**src/sv/gbs_pkg.sv**
```systemverilog
// ----------------------------------------------------------------------------
// gbs_pkg
// Shared types and constants for the glyph bitmap scaler: scale operation
// codes, register indexes and the controller/datapath command and status.
// ----------------------------------------------------------------------------
package gbs_pkg;

    localparam int GBS_MAX_ROW_BYTES = 32;

    // Configuration register indexes
    localparam int         CFG_IDX_W       = 1;
    localparam int         CFG_DATA_W      = 2;
    localparam logic [0:0] CFG_SCALE_OP    = 1'd0;
    localparam logic [0:0] CFG_REDUCE_MODE = 1'd1;

    // Scale operation codes
    localparam logic [1:0] OP_HALVE_HEIGHT  = 2'd0;
    localparam logic [1:0] OP_DOUBLE_WIDTH  = 2'd1;
    localparam logic [1:0] OP_DOUBLE_HEIGHT = 2'd2;

    typedef enum logic [2:0] {
        S_IDLE,
        S_DECIDE,
        S_PX,
        S_MERGE,
        S_HI,
        S_LO,
        S_RPL_RD,
        S_RPL_EMIT
    } t_state;

    typedef enum logic [2:0] {
        OSEL_PX,
        OSEL_MERGE,
        OSEL_HI,
        OSEL_LO,
        OSEL_RD
    } t_out_sel;

    typedef struct packed {
        logic     capture;
        logic     mem_we;
        logic     rd_en;
        logic     rd_replay;
        logic     emit;
        t_out_sel osel;
        logic     oend;
        logic     adv;
        logic     pos_clr;
        logic     idx_clr;
        logic     idx_inc;
    } t_dp_cmd;

    typedef struct packed {
        logic empty;
        logic last_byte;
        logic last_row;
        logic glyph_end;
        logic row_even;
        logic row_pre_last;
        logic one_row;
        logic odd_width;
        logic idx_last;
        logic out_free;
    } t_dp_status;

endpackage

```
**src/sv/gbs_ctrl.sv**
```systemverilog
// ----------------------------------------------------------------------------
// gbs_ctrl
// Sequencer for the glyph bitmap scaler: walks one request through decode,
// output byte generation and the row replay for double height.
// ----------------------------------------------------------------------------
module gbs_ctrl
    import gbs_pkg::*;
(
    input  logic       i_clk,
    input  logic       i_rst_n,
    input  logic       i_in_valid,
    input  logic [1:0] i_scale_op,
    input  t_dp_status i_status,
    output logic       o_in_ready,
    output t_dp_cmd    o_cmd
);

    t_state r_state;
    t_state n_state;

    always_ff @(posedge i_clk) begin
        if (!i_rst_n) begin
            r_state <= S_IDLE;
        end else begin
            r_state <= n_state;
        end
    end

    // Next state
    always_comb begin
        n_state = r_state;
        unique case (r_state)
            S_IDLE: begin
                if (i_in_valid) begin
                    n_state = S_DECIDE;
                end
            end
            S_DECIDE: begin
                if (i_status.empty) begin
                    n_state = S_IDLE;
                end else begin
                    case (i_scale_op)
                        OP_HALVE_HEIGHT: begin
                            if (i_status.last_row) begin
                                n_state = i_status.one_row ? S_PX : S_MERGE;
                            end else if (i_status.row_even) begin
                                n_state = S_IDLE;
                            end else begin
                                n_state = S_MERGE;
                            end
                        end
                        OP_DOUBLE_WIDTH:  n_state = S_HI;
                        OP_DOUBLE_HEIGHT: n_state = S_PX;
                        default:          n_state = S_IDLE;
                    endcase
                end
            end
            S_PX: begin
                if (i_status.out_free) begin
                    if (i_scale_op == OP_DOUBLE_HEIGHT && i_status.last_byte) begin
                        n_state = S_RPL_RD;
                    end else begin
                        n_state = S_IDLE;
                    end
                end
            end
            S_MERGE: begin
                if (i_status.out_free) begin
                    n_state = S_IDLE;
                end
            end
            S_HI: begin
                if (i_status.out_free) begin
                    n_state = (i_status.last_byte && i_status.odd_width) ? S_IDLE : S_LO;
                end
            end
            S_LO: begin
                if (i_status.out_free) begin
                    n_state = S_IDLE;
                end
            end
            S_RPL_RD: begin
                n_state = S_RPL_EMIT;
            end
            S_RPL_EMIT: begin
                if (i_status.out_free) begin
                    n_state = i_status.idx_last ? S_IDLE : S_RPL_RD;
                end
            end
            default: n_state = S_IDLE;
        endcase
    end

    // Datapath commands
    always_comb begin
        o_in_ready = 1'b0;
        o_cmd      = '0;
        o_cmd.osel = OSEL_PX;
        unique case (r_state)
            S_IDLE: begin
                o_in_ready    = 1'b1;
                o_cmd.capture = i_in_valid;
            end
            S_DECIDE: begin
                o_cmd.rd_en = 1'b1;
                if (i_status.empty) begin
                    o_cmd.pos_clr = 1'b1;
                end else begin
                    case (i_scale_op)
                        OP_HALVE_HEIGHT: begin
                            if (!i_status.last_row) begin
                                if (i_status.row_even) begin
                                    o_cmd.mem_we = 1'b1;
                                    o_cmd.adv    = 1'b1;
                                end else begin
                                    o_cmd.mem_we = i_status.row_pre_last;
                                end
                            end
                        end
                        OP_DOUBLE_WIDTH: ;
                        OP_DOUBLE_HEIGHT: o_cmd.mem_we = 1'b1;
                        default:          o_cmd.adv    = 1'b1;
                    endcase
                end
            end
            S_PX: begin
                o_cmd.emit = 1'b1;
                o_cmd.osel = OSEL_PX;
                if (i_scale_op == OP_DOUBLE_HEIGHT) begin
                    o_cmd.oend = 1'b0;
                    if (i_status.out_free) begin
                        o_cmd.idx_clr = i_status.last_byte;
                        o_cmd.adv     = !i_status.last_byte;
                    end
                end else begin
                    o_cmd.oend = i_status.glyph_end;
                    o_cmd.adv  = i_status.out_free;
                end
            end
            S_MERGE: begin
                o_cmd.emit = 1'b1;
                o_cmd.osel = OSEL_MERGE;
                o_cmd.oend = i_status.glyph_end;
                o_cmd.adv  = i_status.out_free;
            end
            S_HI: begin
                o_cmd.emit = 1'b1;
                o_cmd.osel = OSEL_HI;
                if (i_status.last_byte && i_status.odd_width) begin
                    // drop the low half of the last byte of an odd-width row
                    o_cmd.oend = i_status.glyph_end;
                    o_cmd.adv  = i_status.out_free;
                end
            end
            S_LO: begin
                o_cmd.emit = 1'b1;
                o_cmd.osel = OSEL_LO;
                o_cmd.oend = i_status.glyph_end;
                o_cmd.adv  = i_status.out_free;
            end
            S_RPL_RD: begin
                o_cmd.rd_en     = 1'b1;
                o_cmd.rd_replay = 1'b1;
            end
            S_RPL_EMIT: begin
                o_cmd.emit = 1'b1;
                o_cmd.osel = OSEL_RD;
                o_cmd.oend = i_status.glyph_end && i_status.idx_last;
                if (i_status.out_free) begin
                    o_cmd.adv     = i_status.idx_last;
                    o_cmd.idx_inc = !i_status.idx_last;
                end
            end
            default: ;
        endcase
    end

endmodule

```
**src/sv/gbs_dp.sv**
```systemverilog
// ----------------------------------------------------------------------------
// gbs_dp
// Datapath of the glyph bitmap scaler: request capture, glyph position,
// row store, byte merge and spread, and the output register.
// ----------------------------------------------------------------------------
module gbs_dp
    import gbs_pkg::*;
#(
    parameter int MAX_ROW_BYTES = GBS_MAX_ROW_BYTES
) (
    input  logic       i_clk,
    input  logic       i_rst_n,
    input  t_dp_cmd    i_cmd,
    output t_dp_status o_status,
    input  logic [1:0] i_reduce_mode,
    input  logic [7:0] i_pixel_byte,
    input  logic [7:0] i_ink_width,
    input  logic [7:0] i_glyph_rows,
    output logic       o_out_valid,
    input  logic       i_out_ready,
    output logic [7:0] o_out_byte,
    output logic       o_glyph_end
);

    localparam int AW  = (MAX_ROW_BYTES > 1) ? $clog2(MAX_ROW_BYTES) : 1;
    localparam int WBW = $clog2(MAX_ROW_BYTES + 1);
    localparam int CW  = WBW + 1;

    function automatic logic [7:0] spread_nibble(input logic [3:0] n);
        logic [7:0] r;
        r = '0;
        for (int i = 0; i < 4; i++) begin
            r[2*i +: 2] = {2{n[i]}};
        end
        return r;
    endfunction

    logic [7:0]    r_px;
    logic [7:0]    r_ink;
    logic [7:0]    r_rows;
    logic [AW-1:0] r_col;
    logic [7:0]    r_row;
    logic [AW-1:0] r_idx;
    logic [7:0]    r_mem [MAX_ROW_BYTES];
    logic [7:0]    r_rd;
    logic          r_out_valid;
    logic [7:0]    r_out_byte;
    logic          r_out_end;

    logic [8:0]    w_ink_sum;
    logic [5:0]    w_wb_raw;
    logic [CW-1:0] w_wb;
    logic [CW-1:0] w_col;
    logic [CW-1:0] w_b;
    logic [CW-1:0] w_b_inc;
    logic [8:0]    w_row_inc;
    logic [9:0]    w_dw_sum;
    logic [AW-1:0] w_rd_addr;
    logic          w_out_free;
    logic [7:0]    w_merge;
    logic [7:0]    w_out_byte;

    // Bytes per row, saturated to the store depth
    assign w_ink_sum = {1'b0, r_ink} + 9'd7;
    assign w_wb_raw  = w_ink_sum[8:3];
    assign w_wb      = ({1'b0, w_wb_raw} > 7'(MAX_ROW_BYTES)) ? CW'(MAX_ROW_BYTES)
                                                              : CW'(w_wb_raw);

    // Clamp the column to the current row width
    assign w_col     = CW'(r_col);
    assign w_b       = (w_col >= w_wb) ? (w_wb - CW'(1)) : w_col;
    assign w_b_inc   = w_b + CW'(1);
    assign w_row_inc = {1'b0, r_row} + 9'd1;
    assign w_dw_sum  = {1'b0, r_ink, 1'b0} + 10'd7;

    always_comb begin
        o_status.empty        = (w_wb == '0) || (r_rows == 8'd0);
        o_status.last_byte    = (w_b_inc >= w_wb);
        o_status.last_row     = (w_row_inc >= {1'b0, r_rows});
        o_status.glyph_end    = o_status.last_byte && o_status.last_row;
        o_status.row_even     = !r_row[0];
        o_status.row_pre_last = (({1'b0, r_row} + 9'd2) == {1'b0, r_rows});
        o_status.one_row      = (r_rows == 8'd1);
        o_status.odd_width    = w_dw_sum[3];
        o_status.idx_last     = ((CW'(r_idx) + CW'(1)) == w_wb);
        o_status.out_free     = w_out_free;
    end

    always_ff @(posedge i_clk) begin
        if (i_cmd.capture) begin
            r_px   <= i_pixel_byte;
            r_ink  <= i_ink_width;
            r_rows <= i_glyph_rows;
        end
    end

    // Glyph position
    always_ff @(posedge i_clk) begin
        if (!i_rst_n) begin
            r_col <= '0;
            r_row <= '0;
        end else if (i_cmd.pos_clr || (i_cmd.adv && o_status.glyph_end)) begin
            r_col <= '0;
            r_row <= '0;
        end else if (i_cmd.adv && o_status.last_byte) begin
            r_col <= '0;
            r_row <= w_row_inc[7:0];
        end else if (i_cmd.adv) begin
            r_col <= w_b_inc[AW-1:0];
        end
    end

    always_ff @(posedge i_clk) begin
        if (i_cmd.idx_clr) begin
            r_idx <= '0;
        end else if (i_cmd.idx_inc) begin
            r_idx <= r_idx + AW'(1);
        end
    end

    // Row store: one write and one registered read per cycle
    assign w_rd_addr = i_cmd.rd_replay ? r_idx : w_b[AW-1:0];

    always_ff @(posedge i_clk) begin
        if (i_cmd.mem_we) begin
            r_mem[w_b[AW-1:0]] <= r_px;
        end
        if (i_cmd.rd_en) begin
            r_rd <= r_mem[w_rd_addr];
        end
    end

    assign w_merge = i_reduce_mode[1] ? (r_rd & r_px) : (r_rd | r_px);

    always_comb begin
        case (i_cmd.osel)
            OSEL_PX:    w_out_byte = r_px;
            OSEL_MERGE: w_out_byte = w_merge;
            OSEL_HI:    w_out_byte = spread_nibble(r_px[7:4]);
            OSEL_LO:    w_out_byte = spread_nibble(r_px[3:0]);
            OSEL_RD:    w_out_byte = r_rd;
            default:    w_out_byte = r_px;
        endcase
    end

    // Output register
    assign w_out_free = !r_out_valid || i_out_ready;

    always_ff @(posedge i_clk) begin
        if (!i_rst_n) begin
            r_out_valid <= 1'b0;
        end else if (i_cmd.emit && w_out_free) begin
            r_out_valid <= 1'b1;
        end else if (i_out_ready) begin
            r_out_valid <= 1'b0;
        end
    end

    always_ff @(posedge i_clk) begin
        if (i_cmd.emit && w_out_free) begin
            r_out_byte <= w_out_byte;
            r_out_end  <= i_cmd.oend;
        end
    end

    assign o_out_valid = r_out_valid;
    assign o_out_byte  = r_out_byte;
    assign o_glyph_end = r_out_end;

endmodule

```
**src/sv/glyph_bitmap_scaler_core.sv**
```systemverilog
// ----------------------------------------------------------------------------
// glyph_bitmap_scaler_core
// Scales 1-bit glyph bitmaps streamed as row-major bytes: halve height,
// double width or double height, selected by a configuration register.
// ----------------------------------------------------------------------------
// Usage:
//   Input channel (i_in_valid / o_in_ready) carries one pixel byte per request
//   together with the glyph's ink width and row count. Output channel
//   (o_out_valid / i_out_ready) carries scaled bytes, o_glyph_end marking the
//   last byte of a glyph. Program scale_op and reduce_mode through the write
//   port (i_cfg_we, i_cfg_idx, i_cfg_data) only while the block is idle.
//   One request is processed at a time by the sequencer. A request that only
//   updates the row store emits no byte; o_out_valid is registered. Double
//   width emits two bytes, but only the high-half byte for the last byte of
//   an odd-width row. The last byte of a row in double height replays the row
//   from the store byte by byte (one store read, then one output load). A
//   single output register holds the result; while the receiver stalls the
//   sequencer waits on it, and a new request is taken again once the last
//   byte of the current one has entered the output register.
//   Reset clears the configuration, the glyph position and the output valid;
//   the row store is not cleared, and the user must write it before its
//   contents are used; the block itself does not enforce this.
// ----------------------------------------------------------------------------
module glyph_bitmap_scaler_core
    import gbs_pkg::*;
#(
    parameter int MAX_ROW_BYTES = GBS_MAX_ROW_BYTES
) (
    input  logic                  i_clk,
    input  logic                  i_rst_n,
    // configuration write port
    input  logic                  i_cfg_we,
    input  logic [CFG_IDX_W-1:0]  i_cfg_idx,
    input  logic [CFG_DATA_W-1:0] i_cfg_data,
    // input requests
    input  logic                  i_in_valid,
    output logic                  o_in_ready,
    input  logic [7:0]            i_pixel_byte,
    input  logic [7:0]            i_ink_width,
    input  logic [7:0]            i_glyph_rows,
    // output requests
    output logic                  o_out_valid,
    input  logic                  i_out_ready,
    output logic [7:0]            o_out_byte,
    output logic                  o_glyph_end
);

    logic [1:0] r_scale_op;
    logic [1:0] r_reduce_mode;

    t_dp_cmd    w_cmd;
    t_dp_status w_status;

    // Configuration registers
    always_ff @(posedge i_clk) begin
        if (!i_rst_n) begin
            r_scale_op    <= OP_HALVE_HEIGHT;
            r_reduce_mode <= 2'd0;
        end else if (i_cfg_we) begin
            unique case (i_cfg_idx)
                CFG_SCALE_OP:    r_scale_op    <= i_cfg_data;
                CFG_REDUCE_MODE: r_reduce_mode <= i_cfg_data;
                default: ;
            endcase
        end
    end

    gbs_ctrl u_ctrl (
        .i_clk      (i_clk),
        .i_rst_n    (i_rst_n),
        .i_in_valid (i_in_valid),
        .i_scale_op (r_scale_op),
        .i_status   (w_status),
        .o_in_ready (o_in_ready),
        .o_cmd      (w_cmd)
    );

    gbs_dp #(
        .MAX_ROW_BYTES (MAX_ROW_BYTES)
    ) u_dp (
        .i_clk         (i_clk),
        .i_rst_n       (i_rst_n),
        .i_cmd         (w_cmd),
        .o_status      (w_status),
        .i_reduce_mode (r_reduce_mode),
        .i_pixel_byte  (i_pixel_byte),
        .i_ink_width   (i_ink_width),
        .i_glyph_rows  (i_glyph_rows),
        .o_out_valid   (o_out_valid),
        .i_out_ready   (i_out_ready),
        .o_out_byte    (o_out_byte),
        .o_glyph_end   (o_glyph_end)
    );

endmodule

```
**config.mk**
```make
export PLATFORM = sky130hd
export DESIGN_NAME = glyph_bitmap_scaler_core
export DESIGN_NICKNAME = d
export VERILOG_FILES = /design/src/sv/gbs_pkg.sv /design/src/sv/gbs_ctrl.sv /design/src/sv/gbs_dp.sv /design/src/sv/glyph_bitmap_scaler_core.sv
export SDC_FILE = /design/constraint.sdc
export NUM_CORES = 1
export LEC_CHECK = 0
export BUFFER_PORTS_ARGS = -buffer_cell sky130_fd_sc_hd__buf_2
export CAP_MARGIN = 0
export CORE_MARGIN = 5
export CORE_UTILIZATION = 30
export CTS_BUF_LIST = sky130_fd_sc_hd__clkbuf_8
export DETAILED_ROUTE_END_ITERATION = 8
export GPL_ROUTABILITY_DRIVEN = 1
export MAX_ROUTING_LAYER = met4
export PLACE_DENSITY = 0.55
export SETUP_SLACK_MARGIN = 0.3
export SLEW_MARGIN = 25
export SYNTH_ARGS = -nofsm -noshare
export SYNTH_HDL_FRONTEND = slang
export SYNTH_SLANG_ARGS = --single-unit
```
**constraint.sdc**
```tcl
create_clock -name i_clk -period 11.5 [get_ports i_clk]
set_clock_uncertainty 0.2 [all_clocks]
set_input_delay 0.575 -clock i_clk [delete_from_list [all_inputs] [get_ports i_clk]]
set_output_delay 0.575 -clock i_clk [all_outputs]
set_load 0.05 [all_outputs]
```
# ---- After elaboration in Yosys (flattened, before gate mapping)
# Memories as Yosys holds them, arrays and structs flattened. A register that Yosys moved wholly into a read port is not among the register bits.
# Index checks and enable logic that the tools add are counted.
# Widths: inputs -> output; s select.
dict set report word_totals {
  regBits 59
  ram_bits 256
  memories 1
  inputBits 32
}
dict set report classes {
  addsub 8
  muxes 49
  order_cmp 4
  n_reduce_logical 26
  n_eq_ne 21
  bitwise_logic 4
}
# name depth word_bits rd rd_ports_with_merged_regs wr line_no
set mem_list {}
lappend mem_list {u_dp.r_mem 32 8 1 1 1 gbs_dp.sv:44} ;# logic [7:0] r_mem [MAX_ROW_BYTES];
# operator count
set op_table {}
lappend op_table {{$pmux 8 s4} 1}
lappend op_table {{$mux 3} 10}
lappend op_table {{$mux 1} 25}
lappend op_table {{$pmux 5 s5} 1}
lappend op_table {{$pmux 3 s7} 1}
lappend op_table {{$eq 3x3->1 const B} 5}
lappend op_table {{$eq 3x2->1 const B} 4}
lappend op_table {{$add 8x1->9 const B} 1}
lappend op_table {{$add 8x2->9 const B} 1}
lappend op_table {{$add 8x3->9 const B} 1}
lappend op_table {{$eq 9x8->1} 1}
lappend op_table {{$ge 9x8->1} 1}
lappend op_table {{$pmux 3 s3} 1}
lappend op_table {{$and 8x8->8} 1}
lappend op_table {{$eq 8x1->1 const B} 1}
lappend op_table {{$logic_not 8->1} 1}
lappend op_table {{$mux 8} 1}
lappend op_table {{$ne 2x1->1 const B} 4}
lappend op_table {{$or 8x8->8} 1}
lappend op_table {{$reduce_or 2->1} 4}
lappend op_table {{$add 7x1->7 const B} 1}
lappend op_table {{$eq 7x7->1} 1}
lappend op_table {{$ge 5x7->1} 1}
lappend op_table {{$ge 7x7->1} 1}
lappend op_table {{26 further kinds} 42}

# ---- Depth between registers and ports, before layout
dict set report depth {
  word_depth 14
  ltp_mapped 24
}

# ---- Cells and area by module
# A second synthesis with hierarchy kept.
dict set report hier_totals {
  hier_cells 1088
  area_unflattened_um2 14899.3
}
# mod area_each_um2 instances seq_area_each_um2 cells_per_inst
set by_module_without_submodules {}
lappend by_module_without_submodules {gbs_dp 14292.5 1 9298.9 1004}
lappend by_module_without_submodules {gbs_ctrl 444.2 1 60.1 68}
lappend by_module_without_submodules {glyph_bitmap_scaler_core 162.7 1 80.1 16}

# ---- Worst setup path after synthesis
# OpenSTA, ideal clock, no wires.
dict set report synth_timing {
  path_type {flip-flop to flip-flop}
  start {reg u_dp.r_ink[2]}
  end {reg u_dp.r_row[0]}
  slack_ps 6149
  path_stages_with_launch 23
  period_less_slack_ps 5351
  arrival_time_ps 5085
  cell_sequence {edfxtp_1 > o311a_4 > and2_4 > buf_6 > nand2_1 > xor2_1 > ha_1 > a21o_1 > a31oi_1 > nor2_1 > or2_2 > clkbuf_1 > xor2_1 > ha_1 > a2111o_1 > a31oi_1 > o221ai_1 > a32oi_1 > o21ai_2 > a21bo_2 > nand2_1 > mux2_1 > nor2_1}
}
dict set report synth_via {
  elab_chain_len 14
}
# element line_no
set synth_rtl {}
lappend synth_rtl {{start, declared} gbs_dp.sv:39} ;# logic [7:0] r_ink;
lappend synth_rtl {{start signal, assigned} gbs_dp.sv:92} ;# r_ink <= i_ink_width;
lappend synth_rtl {{$add 8x3->9 (*)} gbs_dp.sv:64} ;# assign w_ink_sum = {1'b0, r_ink} + 9'd7;
lappend synth_rtl {{$gt 6x6->1} gbs_dp.sv:66} ;# assign w_wb = ({1'b0, w_wb_raw} > 7'(MAX_ROW_BYTES)) ? CW'(MAX_ROW_BYTES)
lappend synth_rtl {{$mux 6 (*)} gbs_dp.sv:66}
lappend synth_rtl {{$sub 7x1->7 / $ge 5x7->1 (equally long branches)} gbs_dp.sv:71} ;# assign w_b = (w_col >= w_wb) ? (w_wb - CW'(1)) : w_col;
lappend synth_rtl {{$mux 7 (*)} gbs_dp.sv:71}
lappend synth_rtl {{$add 7x1->7 (*)} gbs_dp.sv:72} ;# assign w_b_inc = w_b + CW'(1);
lappend synth_rtl {{net u_dp.w_b_inc[2]} gbs_dp.sv:55} ;# logic [CW-1:0] w_b_inc;
lappend synth_rtl {{$ge 7x7->1 (*)} gbs_dp.sv:78} ;# o_status.last_byte = (w_b_inc >= w_wb);
lappend synth_rtl {{$logic_not 1->1} gbs_ctrl.sv:133} ;# o_cmd.adv = !i_status.last_byte;
lappend synth_rtl {{$mux 1} gbs_ctrl.sv:131} ;# if (i_status.out_free) begin
lappend synth_rtl {{$mux 2} gbs_ctrl.sv:129} ;# if (i_scale_op == OP_DOUBLE_HEIGHT) begin
lappend synth_rtl {{$pmux 1 s5} gbs_ctrl.sv:99} ;# unique case (r_state)
lappend synth_rtl {{$logic_and 1x1->1} gbs_dp.sv:102} ;# end else if (i_cmd.pos_clr || (i_cmd.adv && o_status.glyph_end)) begin
lappend synth_rtl {{$logic_or 1x1->1} gbs_dp.sv:102}
lappend synth_rtl {{$reduce_or 2->1 (no line)} -}
lappend synth_rtl {{end signal, assigned} gbs_dp.sv:107} ;# r_row <= w_row_inc[7:0];
lappend synth_rtl {{end, declared} gbs_dp.sv:42} ;# logic [7:0] r_row;
# Mark *: on every way through the listed nets, which the timed path passes. The rest lies on a longest branch.
# A chain may end at the register's enable or synchronous reset.

# ---- Final worst setup path
# Same ends and word-level chain as after synthesis.

==> implementation parameters <==
Parameter                              Value

Logic synthesis
  Share of synthesized area occupied by flip-flops and latches    0.650
  Area of the mapped netlist    0.0145 mm²
  Share of synthesized flip-flops with an asynchronous set or reset    0
  Top post-synthesis cells by area    edfxtp_1, nand2_1, dfxtp_1
  Distinct cell type count after synthesis    74
  Post-synth top area share    0.616
  Number of enable flip-flop cells after synthesis    297
  Largest area contributor in the synthesized netlist    edfxtp_1
  Number of nets in the synthesized netlist    1275
  Post-Syn Area per Cell    11.9 µm²
  Post-synth top flop    edfxtp_1
  Instance count of the mapped netlist    1216
  Total of flip-flops plus latches after synthesis    322
  YS warnings    0

STA
  Tcrit/Tclk final    0.525
  TNS Setup    0 ps
  Count of endpoints failing setup in the final report    0
  Worst-Margin Slew    987 ps
  RSZ-0062 raised after global routing    false
  Endpoints failing hold    0
  Tightest slew margin relative to the limit    0.335
  Achievable Freq    0.165 GHz
  Min Clock Period, post-route    6040 ps
  Final max-slew violation count    0

Clocking
  Clock tree sinks    322
  H-Tree Level Count    2
  TritonCTS clock tree    built
  Clock tree buffer depth    3
  Number of buffers inserted during clock tree synthesis    56
  Clock root buffer master    clkbuf_8
  Clock-pin slew on the worst setup and hold paths    60 ps
  Clock Latency Late Sink    620 ps

Global route
  Wire length of the first global-routing pass    57900 µm
  Grt ovf    0
  Initial antenna violation count    0
  Number of global-route vias before repair    9832
  Pin count of the biggest net entering global routing    60
  GRT Total Usage    0.143

Die
  Number of placed I/O pins    43
  Die Wd    230 µm
  Total number of placement rows    80
  Total die area    0.0528 mm²
  Initial Util    0.303
  Vert. Die Dim    230 µm
  Area of the core    0.0477 mm²

Pwr
  Net switching power    0.805 mW
  Total Power Consumption    2.86 mW
  Power Internal    2.06 mW
  Sequential power share    0.467
  Maximum VDD drop    0.0861 mV
  Power share of the combinational group    0.164
  Sw Share    0.281
  Leak Pwr    5.84 nW
  Fraction of power consumed by the clock network    0.369
  Power per cell area    171 mW/mm²

Layout
  Area Overhead vs Synth    15.8%
  Register area    0.00942 mm²
  Fin util    0.351
  Diodes inserted    0
  Fill cell instance count of the final layout    4634
  Fraction of final layout cells sized beyond drive strength 1    0.119
  Final Cell Area    0.0168 mm²
  Multi-input logic area    0.00475 mm²
  Net count reported at finish    1362
  Number of non-filler instances in the completed layout    1962

Route
  Via density per instance    5.06
  Length of the first detailed-routing pass in iterations    5
  Total vias in the final route    9924
  Final routed DRC violation total    0
  DRC violation total after the first TritonRoute iteration    757
  Antenna Violating Nets Remaining    0
  Final WL    37200 µm
  Wire length per cell    19.0 µm

Placement
  Number of instances in the placed design    1834
  Post-detailed-placement cell area    0.0154 mm²
  Placer Congestion    0.855
  Detailed placer's ending HPWL    23700 µm
  Number of I/O port buffers    42

Worst setup path
  Timing startpoint of the critical path    u_dp.r_ink[2]$_DFFE_PP_
  Category of the worst setup path launch point    register
  CP arrival    6390 ps
  Largest fanout of any net on the critical path    8
  Reg-to-reg startpoint    u_dp.r_ink[2]$_DFFE_PP_
  Endpoint required time on the critical path    11850 ps
  Worst setup path class    reg -> reg
  CP endpoint kind    register

Hold path
  Worst hold start    i_cfg_we
  Class of the tightest hold or removal check    in -> reg

Status
  Outcome    complete, no violations

Flow run
  Max cap viols    0
state kept, by name (all words and copies together) (netlist names):
register and flops:
u_dp.r_idx 5, r_scale_op 2, u_dp.o_out_valid 1, r_reduce_mode 1, u_dp.r_row 8, u_dp.r_rd 8
u_dp.r_ink 8, u_dp.r_mem 256, u_dp.r_rows 8, u_dp.r_col 5, u_dp.o_out_byte 8, u_ctrl.r_state 3
u_dp.o_glyph_end 1, u_dp.r_px 8
cell families after synthesis:
kind of cell	Yosys count	share of synthesized area
AOI/OAI and AO/OA	237	0.108
xor gates and xnor gates	36	0.0232
buffers and inverters	83	0.0238
adders and majority gates	27	0.0233
and+or+nand+nor	472	0.144
DFF	322	0.650
muxes	39	0.0274
synth_stat cells, types with 17 or more instances:
| master | instances |
|---|---|
| xor2_1 | 18 |
| a31oi_1 | 17 |
| nand3_1 | 66 |
| nand2_1 | 236 |
| edfxtp_1 | 297 |
| clkbuf_1 | 35 |
| buf_2 | 19 |
| dfxtp_1 | 25 |
| mux2i_1 | 36 |
| nor2_1 | 85 |
| ha_1 | 27 |
| o21ai_0 | 44 |
| inv_1 | 21 |
| a21oi_1 | 67 |
metrics by stage:
step	setup WS [ps]	hold slack, ps
final	5460	59.0
after CTS	5530	11.3
after detailed placement	5540	335
after global routing	5120	57.0
after floorplan	6150	273
after global placement	5640	326
layout by cell type, fill, tap and decap left out, drive strengths merged, types with 17 or more instances in the layout:
cell,instances
nand3,67
xnor2,17
dfxtp,25
mux2i,37
buf,63
ha,27
clkinv,19
a21oi,67
nand2,236
xor2,18
a31oi,17
o21ai,54
clkbuf,59
edfxtp,297
inv,41
nor2,86
dlygate4sd3,25
power by group through the flow:
stage / Combinational [mW] / Clock, mW / Sequential, mW
after floorplan: 0.305 / 0 / 1.36
after global placement: 0.457 / 0 / 1.36
after detailed placement: 0.459 / 0 / 1.36
after CTS: 0.468 / 1.08 / 1.34
after global routing: 0.514 / 1.14 / 1.34
final: 0.468 / 1.06 / 1.34
final cells by class:
type                       count  area share
sequential                   322       0.561
multi-input combinational    811       0.283
clock buffer                  59      0.0484
tap                          615      0.0459
timing repair buffer          88      0.0371
clock inverter                43      0.0187
inverter                      24     0.00552
per-layer routing:
layer | global-route usage | wire length (µm) | vias to the layer above
met5 | - | 0 | -
met4 | 0.0486 | 944 | 0
met3 | 0.0257 | 2090 | 64
met2 | 0.217 | 16900 | 277
met1 | 0.194 | 17300 | 4887
li1 | - | - | 4696
critical path, stage by stage, from the launching register on:
cell and delay, ps:
edfxtp_1 460, o311a_4 450, and2_4 190, nand2_1 70, xor2_1 230, ha_1 300, a21o_1 200, a31oi_1 580
nor2_1 240, nor2_1 360, ha_1 280, xor2_1 110, ha_1 210, a2111o_1 390, a31oi_1 220, o221ai_1 190
a32oi_1 270, o21ai_2 110, a21bo_2 250, nand2_1 230, mux2_1 350, nor2_1 80
final timing paths:
check	endpoint	slack, ps	cells after the start
worst max register to register	u_dp.r_row[0]$_SDFFE_PP0P_	5460	21
worst max-delay path	u_dp.r_row[0]$_SDFFE_PP0P_	5460	21
worst min register to register	u_dp.r_row[1]$_SDFFE_PP0P_	340	2
worst min-delay path	r_reduce_mode[1]$_SDFFE_PN0P_	60	3
timing repair:
action | 4_1_cts | 5_1_grt
setup buffers | 0 | 0
resized for setup | 0 | 0
hold buffers | 25 | 0
hold endpoints to repair | 26 | 0
No activity file was read; power rests on OpenSTA's default activity.
